[config.mk]
export PLATFORM = sky130hd
export DESIGN_NAME = telnet_iac_user_extractor
export DESIGN_NICKNAME = d
export VERILOG_FILES = /design/src/rtl/tiue_pkg.sv /design/src/rtl/telnet_iac_user_extractor.sv /design/src/rtl/tiue_step.sv /design/src/rtl/tiue_outq.sv
export SDC_FILE = /design/constraint.sdc
export NUM_CORES = 1
export LEC_CHECK = 0
export BUFFER_PORTS_ARGS = -buffer_cell sky130_fd_sc_hd__buf_2
export CAP_MARGIN = 20
export CORE_MARGIN = 2
export CORE_UTILIZATION = 36
export DETAILED_ROUTE_END_ITERATION = 16
export PLACE_DENSITY = 0.49
export SETUP_SLACK_MARGIN = 0.4
export SLEW_MARGIN = 20
export SYNTH_ARGS = -nofsm -noshare
export SYNTH_HDL_FRONTEND = slang
export SYNTH_SLANG_ARGS = --single-unit
export TNS_END_PERCENT = 10
[constraint.sdc]
create_clock -name clk -period 7.9 [get_ports clk]
set_input_delay 0.79 -clock clk [delete_from_list [all_inputs] [get_ports clk]]
set_output_delay 0.79 -clock clk [all_outputs]
set_load 0.005 [all_outputs]
[src/rtl/tiue_pkg.sv]
package tiue_pkg;

	localparam logic [7:0] MAX_NAME_LEN_RESET = 8'd255;
	localparam logic [7:0] CONTENT_MAX        = 8'd255;

	localparam logic [7:0] CMD_IAC  = 8'd255;
	localparam logic [7:0] CMD_SB   = 8'd250;
	localparam logic [7:0] CMD_WILL = 8'd251;
	localparam logic [7:0] CMD_DONT = 8'd254;
	localparam logic [7:0] OPT_NEW_ENVIRON = 8'h27;

	localparam logic [2:0] PAT_LEN = 3'd6;

	typedef enum logic [2:0] {
		PH_NORMAL,
		PH_IAC,
		PH_OPTSKIP,
		PH_SBOPT,
		PH_SB_ENV,
		PH_SB_OTHER,
		PH_SBIAC_ENV,
		PH_SBIAC_OTHER
	} phase_t;

	typedef struct packed {
		phase_t     phase;
		logic [2:0] pattern_matched;
		logic [7:0] content_count;
		logic [7:0] name_count;
		logic [7:0] held_byte;
		logic       held_valid;
		logic       collecting;
		logic       name_done;
	} state_t;

	typedef struct packed {
		logic [7:0] name_byte;
		logic       byte_valid;
		logic       name_end;
	} result_t;

	// Results of one input byte, at most two; r1 is used only together with r0.
	typedef struct packed {
		logic    v0;
		logic    v1;
		result_t r0;
		result_t r1;
	} push_t;

	typedef struct packed {
		state_t  s;
		logic    emit;
		result_t r;
	} take_t;

	function automatic logic [7:0] user_pat(input logic [2:0] idx);
		logic [7:0] c;
		case (idx)
			3'd0: c = 8'h00;
			3'd1: c = 8'h55;
			3'd2: c = 8'h53;
			3'd3: c = 8'h45;
			3'd4: c = 8'h52;
			3'd5: c = 8'h01;
			default: c = 8'h00;
		endcase
		return c;
	endfunction

	function automatic state_t clear_match(input state_t s);
		state_t n;
		n = s;
		n.pattern_matched = '0;
		n.content_count   = '0;
		n.name_count      = '0;
		n.held_byte       = '0;
		n.held_valid      = 1'b0;
		n.collecting      = 1'b0;
		n.name_done       = 1'b0;
		return n;
	endfunction

	function automatic take_t end_name(input state_t s);
		take_t t;
		t.s    = s;
		t.emit = 1'b0;
		t.r    = '0;
		if (s.collecting && !s.name_done) begin
			t.emit         = 1'b1;
			t.r.name_byte  = s.held_valid ? s.held_byte : 8'd0;
			t.r.byte_valid = s.held_valid;
			t.r.name_end   = 1'b1;
			t.s.name_done  = 1'b1;
		end
		t.s.collecting = 1'b0;
		t.s.held_valid = 1'b0;
		t.s.held_byte  = '0;
		return t;
	endfunction

	function automatic state_t command(input state_t s, input logic [7:0] b);
		state_t n;
		n = s;
		if (b == CMD_SB) begin
			n = clear_match(s);
			n.phase = PH_SBOPT;
		end else if (b inside {[CMD_WILL:CMD_DONT]}) begin
			n.phase = PH_OPTSKIP;
		end else begin
			n.phase = PH_NORMAL;
		end
		return n;
	endfunction

	function automatic take_t take_content(input state_t s, input logic [7:0] b,
			input logic [7:0] max_len);
		take_t t;
		logic  col;
		t.s    = s;
		t.emit = 1'b0;
		t.r    = '0;
		col    = s.collecting || (s.pattern_matched == PAT_LEN);
		if (s.content_count < CONTENT_MAX) begin
			t.s.content_count = s.content_count + 8'd1;
			if (!s.name_done) begin
				t.s.collecting = col;
				if (col) begin
					if (b == 8'd0 || b == 8'd1) begin
						t = end_name(t.s);
					end else if (s.name_count < max_len) begin
						if (s.held_valid) begin
							t.emit         = 1'b1;
							t.r.name_byte  = s.held_byte;
							t.r.byte_valid = 1'b1;
							t.r.name_end   = 1'b0;
						end
						t.s.held_byte  = b;
						t.s.held_valid = 1'b1;
						t.s.name_count = s.name_count + 8'd1;
					end
				end else if (s.content_count != 8'd0) begin
					// The first content byte is the IS code and is not searched.
					if (b == user_pat(s.pattern_matched)) begin
						t.s.pattern_matched = s.pattern_matched + 3'd1;
					end else if (b == 8'd0) begin
						t.s.pattern_matched = 3'd1;
					end else begin
						t.s.pattern_matched = 3'd0;
					end
				end
			end
		end
		return t;
	endfunction

endpackage

[src/rtl/telnet_iac_user_extractor.sv]
// Extracts the USER value of a NEW-ENVIRON subnegotiation from a client
// telnet packet that arrives one byte per word on the input channel.
// Input channel: data_byte and end_of_packet, taken when in_valid is high
// and in_stall is low. end_of_packet marks the last byte of a packet, and
// the parser returns to plain data after it.
// Output channel: name_byte, byte_valid and name_end, taken when out_valid
// is high and out_stall is low. Name bytes come out in order; the last word
// of a name has name_end set, and an empty name gives one word with
// byte_valid low.
// The user must write max_name_len through cfg_valid/cfg_ready only while
// idle; the block does not enforce this, and cfg_ready is always high.
// An accepted byte is registered in the input stage; its results are queued.
// One byte is accepted per cycle; the parser stage waits while the four-word
// result queue has room for fewer than two words, so in_stall rises only
// when the receiver stalls until that queue has fewer than two free words.
// Reset clears the parser to plain data, empties the queue and sets
// max_name_len to 255.
module telnet_iac_user_extractor (
	input  logic       clk,
	input  logic       arst_n,
	input  logic       in_valid,
	output logic       in_stall,
	input  logic [7:0] data_byte,
	input  logic       end_of_packet,
	input  logic       cfg_valid,
	output logic       cfg_ready,
	input  logic [7:0] max_name_len,
	output logic       out_valid,
	input  logic       out_stall,
	output logic [7:0] name_byte,
	output logic       byte_valid,
	output logic       name_end
);

	logic              valid_s1;
	logic [7:0]        data_s1;
	logic              eop_s1;
	logic [7:0]        max_len_q;
	tiue_pkg::state_t  state_q;
	tiue_pkg::state_t  state_next;
	tiue_pkg::push_t   push_raw;
	tiue_pkg::push_t   push;
	tiue_pkg::result_t head;
	logic              room;
	logic              advance;

	assign cfg_ready = 1'b1;
	assign advance   = valid_s1 && room;
	assign in_stall  = valid_s1 && !room;

	always_ff @(posedge clk) begin
		if (!in_stall) begin
			data_s1 <= data_byte;
			eop_s1  <= end_of_packet;
		end
	end

	always_ff @(posedge clk or negedge arst_n) begin
		if (!arst_n) begin
			valid_s1  <= 1'b0;
			max_len_q <= tiue_pkg::MAX_NAME_LEN_RESET;
			state_q   <= '0;
		end else begin
			if (!in_stall) valid_s1 <= in_valid;
			if (cfg_valid) max_len_q <= max_name_len;
			if (advance) state_q <= state_next;
		end
	end

	tiue_step u_step (
		.st      (state_q),
		.data    (data_s1),
		.eop     (eop_s1),
		.max_len (max_len_q),
		.st_next (state_next),
		.push    (push_raw)
	);

	always_comb begin
		push    = push_raw;
		push.v0 = push_raw.v0 && advance;
		push.v1 = push_raw.v1 && advance;
	end

	tiue_outq u_outq (
		.clk       (clk),
		.arst_n    (arst_n),
		.push      (push),
		.room      (room),
		.out_valid (out_valid),
		.out_stall (out_stall),
		.head      (head)
	);

	assign name_byte  = head.name_byte;
	assign byte_valid = head.byte_valid;
	assign name_end   = head.name_end;

endmodule

[src/rtl/tiue_step.sv]
module tiue_step (
	input  tiue_pkg::state_t st,
	input  logic [7:0]       data,
	input  logic             eop,
	input  logic [7:0]       max_len,
	output tiue_pkg::state_t st_next,
	output tiue_pkg::push_t  push
);

	always_comb begin
		tiue_pkg::state_t s;
		tiue_pkg::take_t  t;
		tiue_pkg::push_t  p;
		s = st;
		p = '0;
		t = '0;

		case (st.phase)
			tiue_pkg::PH_NORMAL: begin
				if (data == tiue_pkg::CMD_IAC) s.phase = tiue_pkg::PH_IAC;
			end
			tiue_pkg::PH_IAC: begin
				s = tiue_pkg::command(s, data);
			end
			tiue_pkg::PH_OPTSKIP: begin
				s.phase = tiue_pkg::PH_NORMAL;
			end
			tiue_pkg::PH_SBOPT: begin
				if (data == tiue_pkg::CMD_IAC) s.phase = tiue_pkg::PH_SBIAC_OTHER;
				else if (data == tiue_pkg::OPT_NEW_ENVIRON) s.phase = tiue_pkg::PH_SB_ENV;
				else s.phase = tiue_pkg::PH_SB_OTHER;
			end
			tiue_pkg::PH_SB_ENV: begin
				if (data == tiue_pkg::CMD_IAC) begin
					s.phase = tiue_pkg::PH_SBIAC_ENV;
				end else if (!eop) begin
					t = tiue_pkg::take_content(s, data, max_len);
					s = t.s;
					p.v0 = t.emit;
					p.r0 = t.r;
				end
			end
			tiue_pkg::PH_SB_OTHER: begin
				if (data == tiue_pkg::CMD_IAC) s.phase = tiue_pkg::PH_SBIAC_OTHER;
			end
			tiue_pkg::PH_SBIAC_ENV: begin
				if (data == tiue_pkg::CMD_IAC) begin
					// A doubled IAC is two 255 content bytes, the second dropped on the last byte.
					t = tiue_pkg::take_content(s, tiue_pkg::CMD_IAC, max_len);
					s = t.s;
					p.v0 = t.emit;
					p.r0 = t.r;
					if (!eop) begin
						t = tiue_pkg::take_content(s, tiue_pkg::CMD_IAC, max_len);
						s = t.s;
						if (t.emit) begin
							if (p.v0) begin
								p.v1 = 1'b1;
								p.r1 = t.r;
							end else begin
								p.v0 = 1'b1;
								p.r0 = t.r;
							end
						end
					end
					s.phase = tiue_pkg::PH_SB_ENV;
				end else begin
					t = tiue_pkg::end_name(s);
					s = tiue_pkg::command(t.s, data);
					p.v0 = t.emit;
					p.r0 = t.r;
				end
			end
			default: begin
				if (data == tiue_pkg::CMD_IAC) s.phase = tiue_pkg::PH_SB_OTHER;
				else s = tiue_pkg::command(s, data);
			end
		endcase

		if (eop) begin
			if (s.phase == tiue_pkg::PH_SB_ENV || s.phase == tiue_pkg::PH_SBIAC_ENV) begin
				t = tiue_pkg::end_name(s);
				s = t.s;
				if (t.emit) begin
					if (p.v0) begin
						p.v1 = 1'b1;
						p.r1 = t.r;
					end else begin
						p.v0 = 1'b1;
						p.r0 = t.r;
					end
				end
			end
			s = tiue_pkg::clear_match(s);
			s.phase = tiue_pkg::PH_NORMAL;
		end

		st_next = s;
		push    = p;
	end

endmodule

[src/rtl/tiue_outq.sv]
module tiue_outq (
	input  logic              clk,
	input  logic              arst_n,
	input  tiue_pkg::push_t   push,
	output logic              room,
	output logic              out_valid,
	input  logic              out_stall,
	output tiue_pkg::result_t head
);

	tiue_pkg::result_t entry_q [4];
	logic [1:0] head_q;
	logic [1:0] tail_q;
	logic [2:0] count_q;
	logic       pop;
	logic [2:0] push_n;

	// Room for the two words that one input byte can produce at most.
	assign room      = (count_q <= 3'd2);
	assign out_valid = (count_q != 3'd0);
	assign head      = entry_q[head_q];
	assign pop       = out_valid && !out_stall;
	assign push_n    = {2'b00, push.v0} + {2'b00, push.v1};

	always_ff @(posedge clk) begin
		if (push.v0) entry_q[tail_q] <= push.r0;
		if (push.v1) entry_q[tail_q + 2'd1] <= push.r1;
	end

	always_ff @(posedge clk or negedge arst_n) begin
		if (!arst_n) begin
			head_q  <= '0;
			tail_q  <= '0;
			count_q <= '0;
		end else begin
			if (pop) head_q <= head_q + 2'd1;
			tail_q  <= tail_q + push_n[1:0];
			count_q <= count_q + push_n - {2'b00, pop};
		end
	end

endmodule

== Word level (Yosys, flattened, before mapping) ==
Memory sizes are Yosys's and may differ from the RTL's.
Index checks and enable logic that the tools add are counted.
Word-level totals
  flip-flop bits (word level): 58
  bits in writable memories: 40
  bits of input ports: 22
  memories kept: 1
Operators by class
  $add $sub $neg: 12
  $lt $le $gt $ge: 7
  equal/unequal tests: 38
  muxes and demuxes: 114
  reductions and logical operators: 26
Memories
  u_outq.entry_q: depth 4, bits a word 10, read ports 1, clocked after memory_dff 0, wr ports 2, RTL line tiue_outq.sv:11  | tiue_pkg::result_t entry_q [4];
Operator list (number)
  two-way mux 30 bit: 7
  two-way mux 11 bit: 19
  two-way mux 8 bit: 18
  case mux 30 bit (4 select lines): 1
  two-way mux 29 bit: 4
  two-way mux 22 bit: 5
  two-way mux 17 bit: 6
  two-way mux 10 bit: 9
  two-way mux 41 bit: 2
  case mux 7 bit (5 select lines): 2
  two-way mux 33 bit: 2
  two-way mux 3 bit: 16
  two-way mux 18 bit: 2
  == test 3 bit (second input constant): 11
  adder 8 x 1 -> 8 bit (second input constant): 4
  two-way mux 12 bit: 2
  case mux 3 bit (7 select lines): 1
  case mux 10 bit (2 select lines): 1
  == test 3 x 2 -> 1 bit (second input constant): 6
  == test 8 bit (first input constant): 2
  == test 8 bit (second input constant): 2
  less-than comparator 8 bit: 2
  less-than comparator 8 bit (second input constant): 2
  nonzero test 8 bit: 2
  other kinds (31): 69

== Logic depth before layout (Yosys ltp) ==
  depth in word-level cells: 47
  mapped depth: 26
  depth with buffers taken out: 24

== Cells and area by module ==
Synthesis repeated with hierarchy kept, for this count alone.
Unflattened totals
  cell total of the unflattened synthesis: 828
  area, all modules: 8080.2 µm²
By module, submodules not included
  tiue_step: times used 1, cells an instance 587, area an instance 3696.0 µm²
  tiue_outq: times used 1, cells an instance 137, area an instance 2384.8 µm²
  telnet_iac_user_extractor: times used 1, cells an instance 104, area an instance 1999.4 µm²

== Worst setup path after synthesis ==
No wires, ideal clock.
  path kind: reg2reg
  start point: register max_len_q[1]
  end point: register u_outq.count_q[2]
  library setup time: 0.123 ns
  arrival time: 5.749 ns
  required time: 7.777 ns
  slack: 2.029 ns
  cell stages (with the launch flop): 26
  buffers on the path: 2
  cells stage by stage: dfstp_2 > inv_1 > ha_1 > a2111oi_0 > o31ai_2 > inv_1 > buf_1 > nand3_1 > xor2_1 > inv_1 > ha_1 > nand4_1 > a21oi_1 > a2111oi_0 > o2111ai_1 > or3_1 > buf_2 > o221ai_1 > nand3_1 > a21oi_1 > ha_1 > inv_1 > ha_1 > inv_1 > fa_1 > xnor2_1
On the way
  word-level cells in the longest chain between the ends: 27
RTL lines
  from (decl): RTL line telnet_iac_user_extractor.sv:38  | logic [7:0] max_len_q;
  from (signal assigned): RTL line telnet_iac_user_extractor.sv:61  | max_len_q <= tiue_pkg::MAX_NAME_LEN_RESET;
  from (signal assigned): RTL line telnet_iac_user_extractor.sv:65  | if (cfg_valid) max_len_q <= max_name_len;
  less-than comparator 8 bit: RTL line tiue_pkg.sv:130  | end else if (s.name_count < max_len) begin
  two-way mux 17 bit: RTL line tiue_pkg.sv:130
  two-way mux 17 bit: RTL line tiue_pkg.sv:127  | if (col) begin
  two-way mux 18 bit: RTL line tiue_pkg.sv:125  | if (!s.name_done) begin
  two-way mux 29 bit: RTL line tiue_pkg.sv:123  | if (s.content_count < CONTENT_MAX) begin
  two-way mux 29 bit: RTL line tiue_step.sv:47  | if (data == tiue_pkg::CMD_IAC) begin
  two-way mux 29 bit: RTL line tiue_step.sv:18  | case (st.phase)
  less-than comparator 8 bit / two-way mux 11 bit (equally long branches): RTL line tiue_pkg.sv:130, tiue_pkg.sv:131
  [... 11 more ...]
  two-way mux 1 bit: RTL line tiue_step.sv:85  | if (p.v0) begin
  two-way mux 22 bit: RTL line tiue_step.sv:84  | if (t.emit) begin
  two-way mux 22 bit: RTL line tiue_step.sv:81  | if (s.phase == tiue_pkg::PH_SB_ENV || s.phase == tiue_pkg::PH_SBIAC_ENV) begin
  two-way mux 22 bit (*): RTL line tiue_step.sv:80  | if (eop) begin
  logical AND 1 bit: RTL line telnet_iac_user_extractor.sv:82  | push.v1 = push_raw.v1 && advance;
  adder 1 x 1 -> 2 bit (*): RTL line tiue_outq.sv:23  | assign push_n = {2'b00, push.v0} + {2'b00, push.v1};
  adder 3 bit (*): RTL line tiue_outq.sv:38  | count_q <= count_q + push_n - {2'b00, pop};
  subtractor 3 x 1 -> 3 bit (*): RTL line tiue_outq.sv:38
  to (signal assigned): RTL line tiue_outq.sv:38
  to (decl): RTL line tiue_outq.sv:14  | logic [2:0] count_q;
Every way passes the cells marked *; elsewhere a longest branch is shown, timed or not. The select of a mux whose other input is x is not followed.
A chain may end at the register's enable or synchronous reset.

== Worst setup path in the final report ==
  start point: register state_q[16] (netlist name)
  end point: register u_outq.count_q[2]
On the way
  word-level cells in the longest chain between the ends: 27
RTL lines
  from (decl): RTL line telnet_iac_user_extractor.sv:39  | tiue_pkg::state_t state_q;
  from (signal assigned): RTL line telnet_iac_user_extractor.sv:66  | if (advance) state_q <= state_next;
  adder 8 x 1 -> 8 bit / less-than comparator 8 bit (equally long branches): RTL line tiue_pkg.sv:139, tiue_pkg.sv:130
  two-way mux 17 bit: RTL line tiue_pkg.sv:130
  two-way mux 17 bit: RTL line tiue_pkg.sv:127
  two-way mux 18 bit: RTL line tiue_pkg.sv:125
  two-way mux 29 bit: RTL line tiue_pkg.sv:123
  two-way mux 29 bit: RTL line tiue_step.sv:47
  two-way mux 29 bit: RTL line tiue_step.sv:18
  less-than comparator 8 bit / two-way mux 11 bit (equally long branches): RTL line tiue_pkg.sv:130, tiue_pkg.sv:131
  [... 11 more ...]
  two-way mux 1 bit: RTL line tiue_step.sv:85
  two-way mux 22 bit: RTL line tiue_step.sv:84
  two-way mux 22 bit: RTL line tiue_step.sv:81
  two-way mux 22 bit (*): RTL line tiue_step.sv:80
  logical AND 1 bit: RTL line telnet_iac_user_extractor.sv:82
  adder 1 x 1 -> 2 bit (*): RTL line tiue_outq.sv:23
  adder 3 bit (*): RTL line tiue_outq.sv:38
  subtractor 3 x 1 -> 3 bit (*): RTL line tiue_outq.sv:38
Marked as above.

==> impl_metrics.prom <==
# TYPE chip_impl_metric gauge
chip_impl_metric{name="critPathArrivalTime",unit="ps"} 7150
chip_impl_metric{name="final_cells",unit=""} 1095
chip_impl_metric{name="grt_first_pass_wirelength",unit="mm"} 35.7
chip_impl_metric{name="antenna_violations_before_repair",unit=""} 0
chip_impl_metric{name="setup_viol",unit=""} 0
chip_impl_metric{name="finalHoldViolations",unit=""} 0
chip_impl_metric{name="number_of_cts_inserted_buffers",unit=""} 9
chip_impl_metric{name="pwr-share-comb",unit=""} 0.238
chip_impl_metric{name="postSynthNetCount",unit=""} 881
chip_impl_metric{name="yosysTopAreaCellShare",unit=""} 0.200
chip_impl_metric{name="clock_latency",unit="ps"} 360
chip_impl_metric{name="fraction_of_the_yosys_area_taken_by_sequential_cells",unit=""} 0.367
chip_impl_info{name="critical_path.endpoint_type",value="register"} 1
chip_impl_metric{name="clk_transition_reported_paths",unit="ps"} 80
chip_impl_metric{name="global_route.usage.total",unit=""} 0.207
chip_impl_metric{name="dpl.hpwl",unit="mm"} 15.6
chip_impl_metric{name="power_report.internal_total",unit="mW"} 0.919
chip_impl_info{name="ys_top_cells_by_area",value="edfxtp_1 (20%), dfrtp_1 (14%), ha_1 (5.4%)"} 1
chip_impl_metric{name="period_share",unit=""} 0.870
chip_impl_metric{name="seq_power_share",unit=""} 0.451
chip_impl_metric{name="detail_route.drc_violations",unit=""} 0
chip_impl_metric{name="detailedRoute.firstPassIterationCount",unit=""} 5
chip_impl_metric{name="max-cap-violations",unit=""} 0
chip_impl_metric{name="ctsLongestPathBuffers",unit=""} 2
chip_impl_metric{name="nNetsFinal",unit=""} 875
chip_impl_metric{name="drive_above_1_share",unit=""} 0.127
chip_impl_info{name="rsz0062_at_grt",value="no"} 1
chip_impl_metric{name="dp_slack",unit="ps"} 892
chip_impl_metric{name="endpoint_required_time_on_the_critical_path",unit="ps"} 8180
chip_impl_metric{name="post_synth.cell_area_avg",unit="um^2"} 8.93
chip_impl_metric{name="postLayoutSetupSlackWorst",unit="ps"} 1030
chip_impl_info{name="post-synth-top-area-cell",value="edfxtp_1"} 1
chip_impl_metric{name="max_freq",unit="MHz"} 145
chip_impl_metric{name="fp-row-count",unit=""} 52
chip_impl_metric{name="timing.slew.headroom",unit=""} 0.350
chip_impl_info{name="timing.hold.worst.class",value="in2async"} 1
chip_impl_info{name="clock_tree.root_cell",value="clkbuf_16"} 1
chip_impl_metric{name="wirelength",unit="mm"} 21.6
chip_impl_metric{name="num_antenna_cells",unit=""} 0
chip_impl_info{name="timing.critical_path.from_type",value="register"} 1
chip_impl_metric{name="power.net_switching",unit="mW"} 0.548
chip_impl_metric{name="clock_tree.htree_level_count",unit=""} 3
chip_impl_metric{name="filler_cell_count",unit=""} 2057
chip_impl_metric{name="starting_density_of_the_core",unit=""} 0.366
chip_impl_metric{name="yosysWarningCount",unit=""} 0
chip_impl_metric{name="pin_slew_with_the_least_headroom_to_its_limit",unit="ps"} 967
chip_impl_metric{name="die_width",unit="um"} 147
chip_impl_metric{name="final-max-slew-violation-count",unit=""} 0
chip_impl_info{name="primary_flip_flop_cell_chosen_by_synthesis_mapping",value="edfxtp_1"} 1
chip_impl_metric{name="synth-seq-cells",unit=""} 98
chip_impl_metric{name="vias",unit=""} 6465
chip_impl_metric{name="cellPowerDensity",unit="mW/mm^2"} 184
chip_impl_metric{name="irDropWorstVdd",unit="mV"} 0.110
chip_impl_metric{name="r2r_cells",unit=""} 22
chip_impl_metric{name="async_reset_ff_frac",unit=""} 0.500
chip_impl_metric{name="power.leakage",unit="nW"} 3.16
chip_impl_info{name="classification_of_the_worst_setup_path",value="reg2reg"} 1
chip_impl_metric{name="ff2ff_setup_slack",unit="ps"} 1030
chip_impl_info{name="crit-reg2reg-launch",value="state_q[16]"} 1
chip_impl_metric{name="io_pins",unit=""} 35
chip_impl_metric{name="vias_per_cell",unit=""} 5.90
chip_impl_info{name="r2r-end",value="u_outq.count_q[2]"} 1
chip_impl_metric{name="pin_count_of_the_biggest_net_entering_global_routing",unit=""} 50
chip_impl_metric{name="synth-edff-count",unit=""} 49
chip_impl_metric{name="place_congestion",unit=""} 0.869
chip_impl_metric{name="dr.first_iter.drc_count",unit=""} 579
chip_impl_metric{name="syn_area",unit="mm^2"} 0.00737
chip_impl_metric{name="layout_min_cycle_time",unit="ps"} 6870
chip_impl_metric{name="dpl.cell_count",unit=""} 1079
chip_impl_metric{name="hold_buf_cts",unit=""} 0
chip_impl_metric{name="die_height",unit="um"} 147
chip_impl_metric{name="syn-instance-count",unit=""} 826
chip_impl_info{name="clock_tree_from_tritoncts",value="done"} 1
chip_impl_metric{name="syn_to_final_growth",unit="%"} 8.30
chip_impl_metric{name="die-area",unit="mm^2"} 0.0216
chip_impl_metric{name="pwr-share-clk",unit=""} 0.312
chip_impl_metric{name="multi_input_comb_area",unit="mm^2"} 0.00428
chip_impl_metric{name="antenna_violating_nets_post_route",unit=""} 0
chip_impl_metric{name="hold_slack",unit="ps"} 544
chip_impl_metric{name="clock_sink_count",unit=""} 98
chip_impl_metric{name="synth.lib_cells_used.distinct",unit=""} 91
chip_impl_info{name="run_status",value="finished, final reports clean"} 1
chip_impl_metric{name="area.sequential",unit="mm^2"} 0.00271
chip_impl_metric{name="switching_share",unit=""} 0.374
chip_impl_metric{name="crit_path_max_fanout",unit=""} 15
chip_impl_metric{name="globalRouteOverflowTotal",unit=""} 0
chip_impl_metric{name="grt_pass1_vias",unit=""} 6357
chip_impl_metric{name="core_area",unit="mm^2"} 0.0202
chip_impl_metric{name="timing.setup.tns",unit="ps"} 0
chip_impl_metric{name="wl_per_cell",unit="um"} 19.8
chip_impl_metric{name="io_buffer_count",unit=""} 33
chip_impl_metric{name="skew",unit="ps"} 10.2
[registers in the layout, indices dropped and copies added (netlist names)]
| register | cells |
|---|---|
| data_s1 | 8 |
| eop_s1 | 1 |
| max_len_q | 8 |
| state_q | 33 |
| u_outq.count_q | 3 |
| u_outq.entry_q | 40 |
| u_outq.head_q | 2 |
| u_outq.tail_q | 2 |
| valid_s1 | 1 |
[metal layers]
| layer | vias up | share of wire | global-route usage |
|---|---|---|---|
| li1 | 3095 | - | - |
| met1 | 3141 | 0.47 | 0.301 |
| met2 | 209 | 0.46 | 0.332 |
| met3 | 20 | 0.052 | 0.0273 |
| met4 | 0 | 0.010 | 0.0418 |
| met5 | - | 0 | 0 |
[cells in the mapped netlist, types with 5 or more instances]
cell type and instances:
xnor2_1 20, a221o_1 9, o22ai_1 8, and2_1 8, edfxtp_1 49, a21o_1 9, a211oi_1 5, nor2_1 65
ha_1 32, nand2b_1 8, and3_1 11, o21ai_0 66, nor3_1 18, dfstp_2 8, o211ai_1 6, a31oi_1 6
inv_1 38, nor4_1 8, nand4_1 11, nand3b_1 7, a221oi_1 8, a21boi_0 6, dfrtp_1 41, clkbuf_1 36
mux4_2 10, o21ai_1 5, buf_2 9, o21a_1 8, nand3_1 27, buf_1 6, a21oi_1 42, a22o_1 12
xor2_1 10, o31ai_1 11, or3_1 14, nand2_1 91, or2_2 5
[cells by family (layout without fill, tap and decap cells)]
group / Yosys count / after routing / share of synthesized area
AND/OR/NAND/NOR: 300 / 300 / 0.205
AO/OA/AOI/OAI: 253 / 253 / 0.243
flip-flops: 98 / 98 / 0.367
buffers and inverters: 95 / 94 / 0.0526
adder cells (fa/ha/maj): 33 / 33 / 0.0570
XOR/XNOR: 30 / 30 / 0.0356
multiplexers: 16 / 16 / 0.0390
other: 1 / 1 / 0.000509
[placed cells by master, fill, tap and decap left out, types with 20 or more instances in the layout]
cell,Yosys,routed
nor2_1,65,65
xnor2_1,20,20
a21oi_1,42,42
nand3_1,27,27
o21ai_0,66,66
buf_2,9,33
edfxtp_1,49,49
dfrtp_1,41,41
ha_1,32,32
inv_1,38,38
nand2_1,91,91
[worst max-delay path: stages (launching register included)]
cell	delay, ps
dfrtp_1	510
ha_1	370
nand4_1	140
o31ai_2	590
inv_1	450
nand3_1	210
xor2_1	250
inv_1	130
ha_1	300
nand3_1	80
a21oi_1	70
a2111oi_1	670
o2111ai_1	300
or3_1	530
o221ai_1	530
nand3_1	250
a21oi_1	200
ha_1	220
inv_1	60
ha_1	270
inv_1	50
fa_1	420
xnor2_1	180
[worst max path at each step]
stage / start / to / depth (start not counted)
global placement: max_len_q[5] / u_outq.count_q[2] / 23
floorplan: max_len_q[1] / u_outq.count_q[2] / 25
detailed placement: max_len_q[5] / u_outq.count_q[2] / 23
finish: state_q[16] / u_outq.count_q[2] / 22
CTS: max_len_q[5] / u_outq.count_q[2] / 23
global route: max_len_q[2] / u_outq.count_q[2] / 24
[per-stage QoR]
step                 util  instance area [um^2]  power, mW
finish              0.396                  7980       1.47
global route        0.396                  7980       1.55
CTS                 0.396                  7980       1.48
detailed placement  0.381                  7680       1.02
global placement    0.381                  7680       1.01
floorplan               -                  7370      0.891
[area by class of cell]
type	count	share of cell area
Inverter	39	0.0183
Clock inverter	7	0.00925
Tap cell	270	0.0423
Sequential cell	98	0.339
Multi-Input combinational cell	633	0.536
Clock buffer	9	0.0282
Timing Repair Buffer	39	0.0263
[timing repair]
item,4_1_cts,5_1_grt
hold endpoints to repair,0,0
endpoints found under the setup margin,0,1
setup buffers,0,0
resized for setup,0,1
[power by group through the flow]
stage	clock network [mW]	logic, mW	registers (mW)
2_1_floorplan	0	0.274	0.618
3_3_place_gp	0	0.336	0.672
3_5_place_dp	0	0.346	0.673
4_1_cts	0.467	0.347	0.663
5_1_grt	0.492	0.385	0.673
6_report	0.457	0.349	0.661
Power figures use the tool's default switching activity.
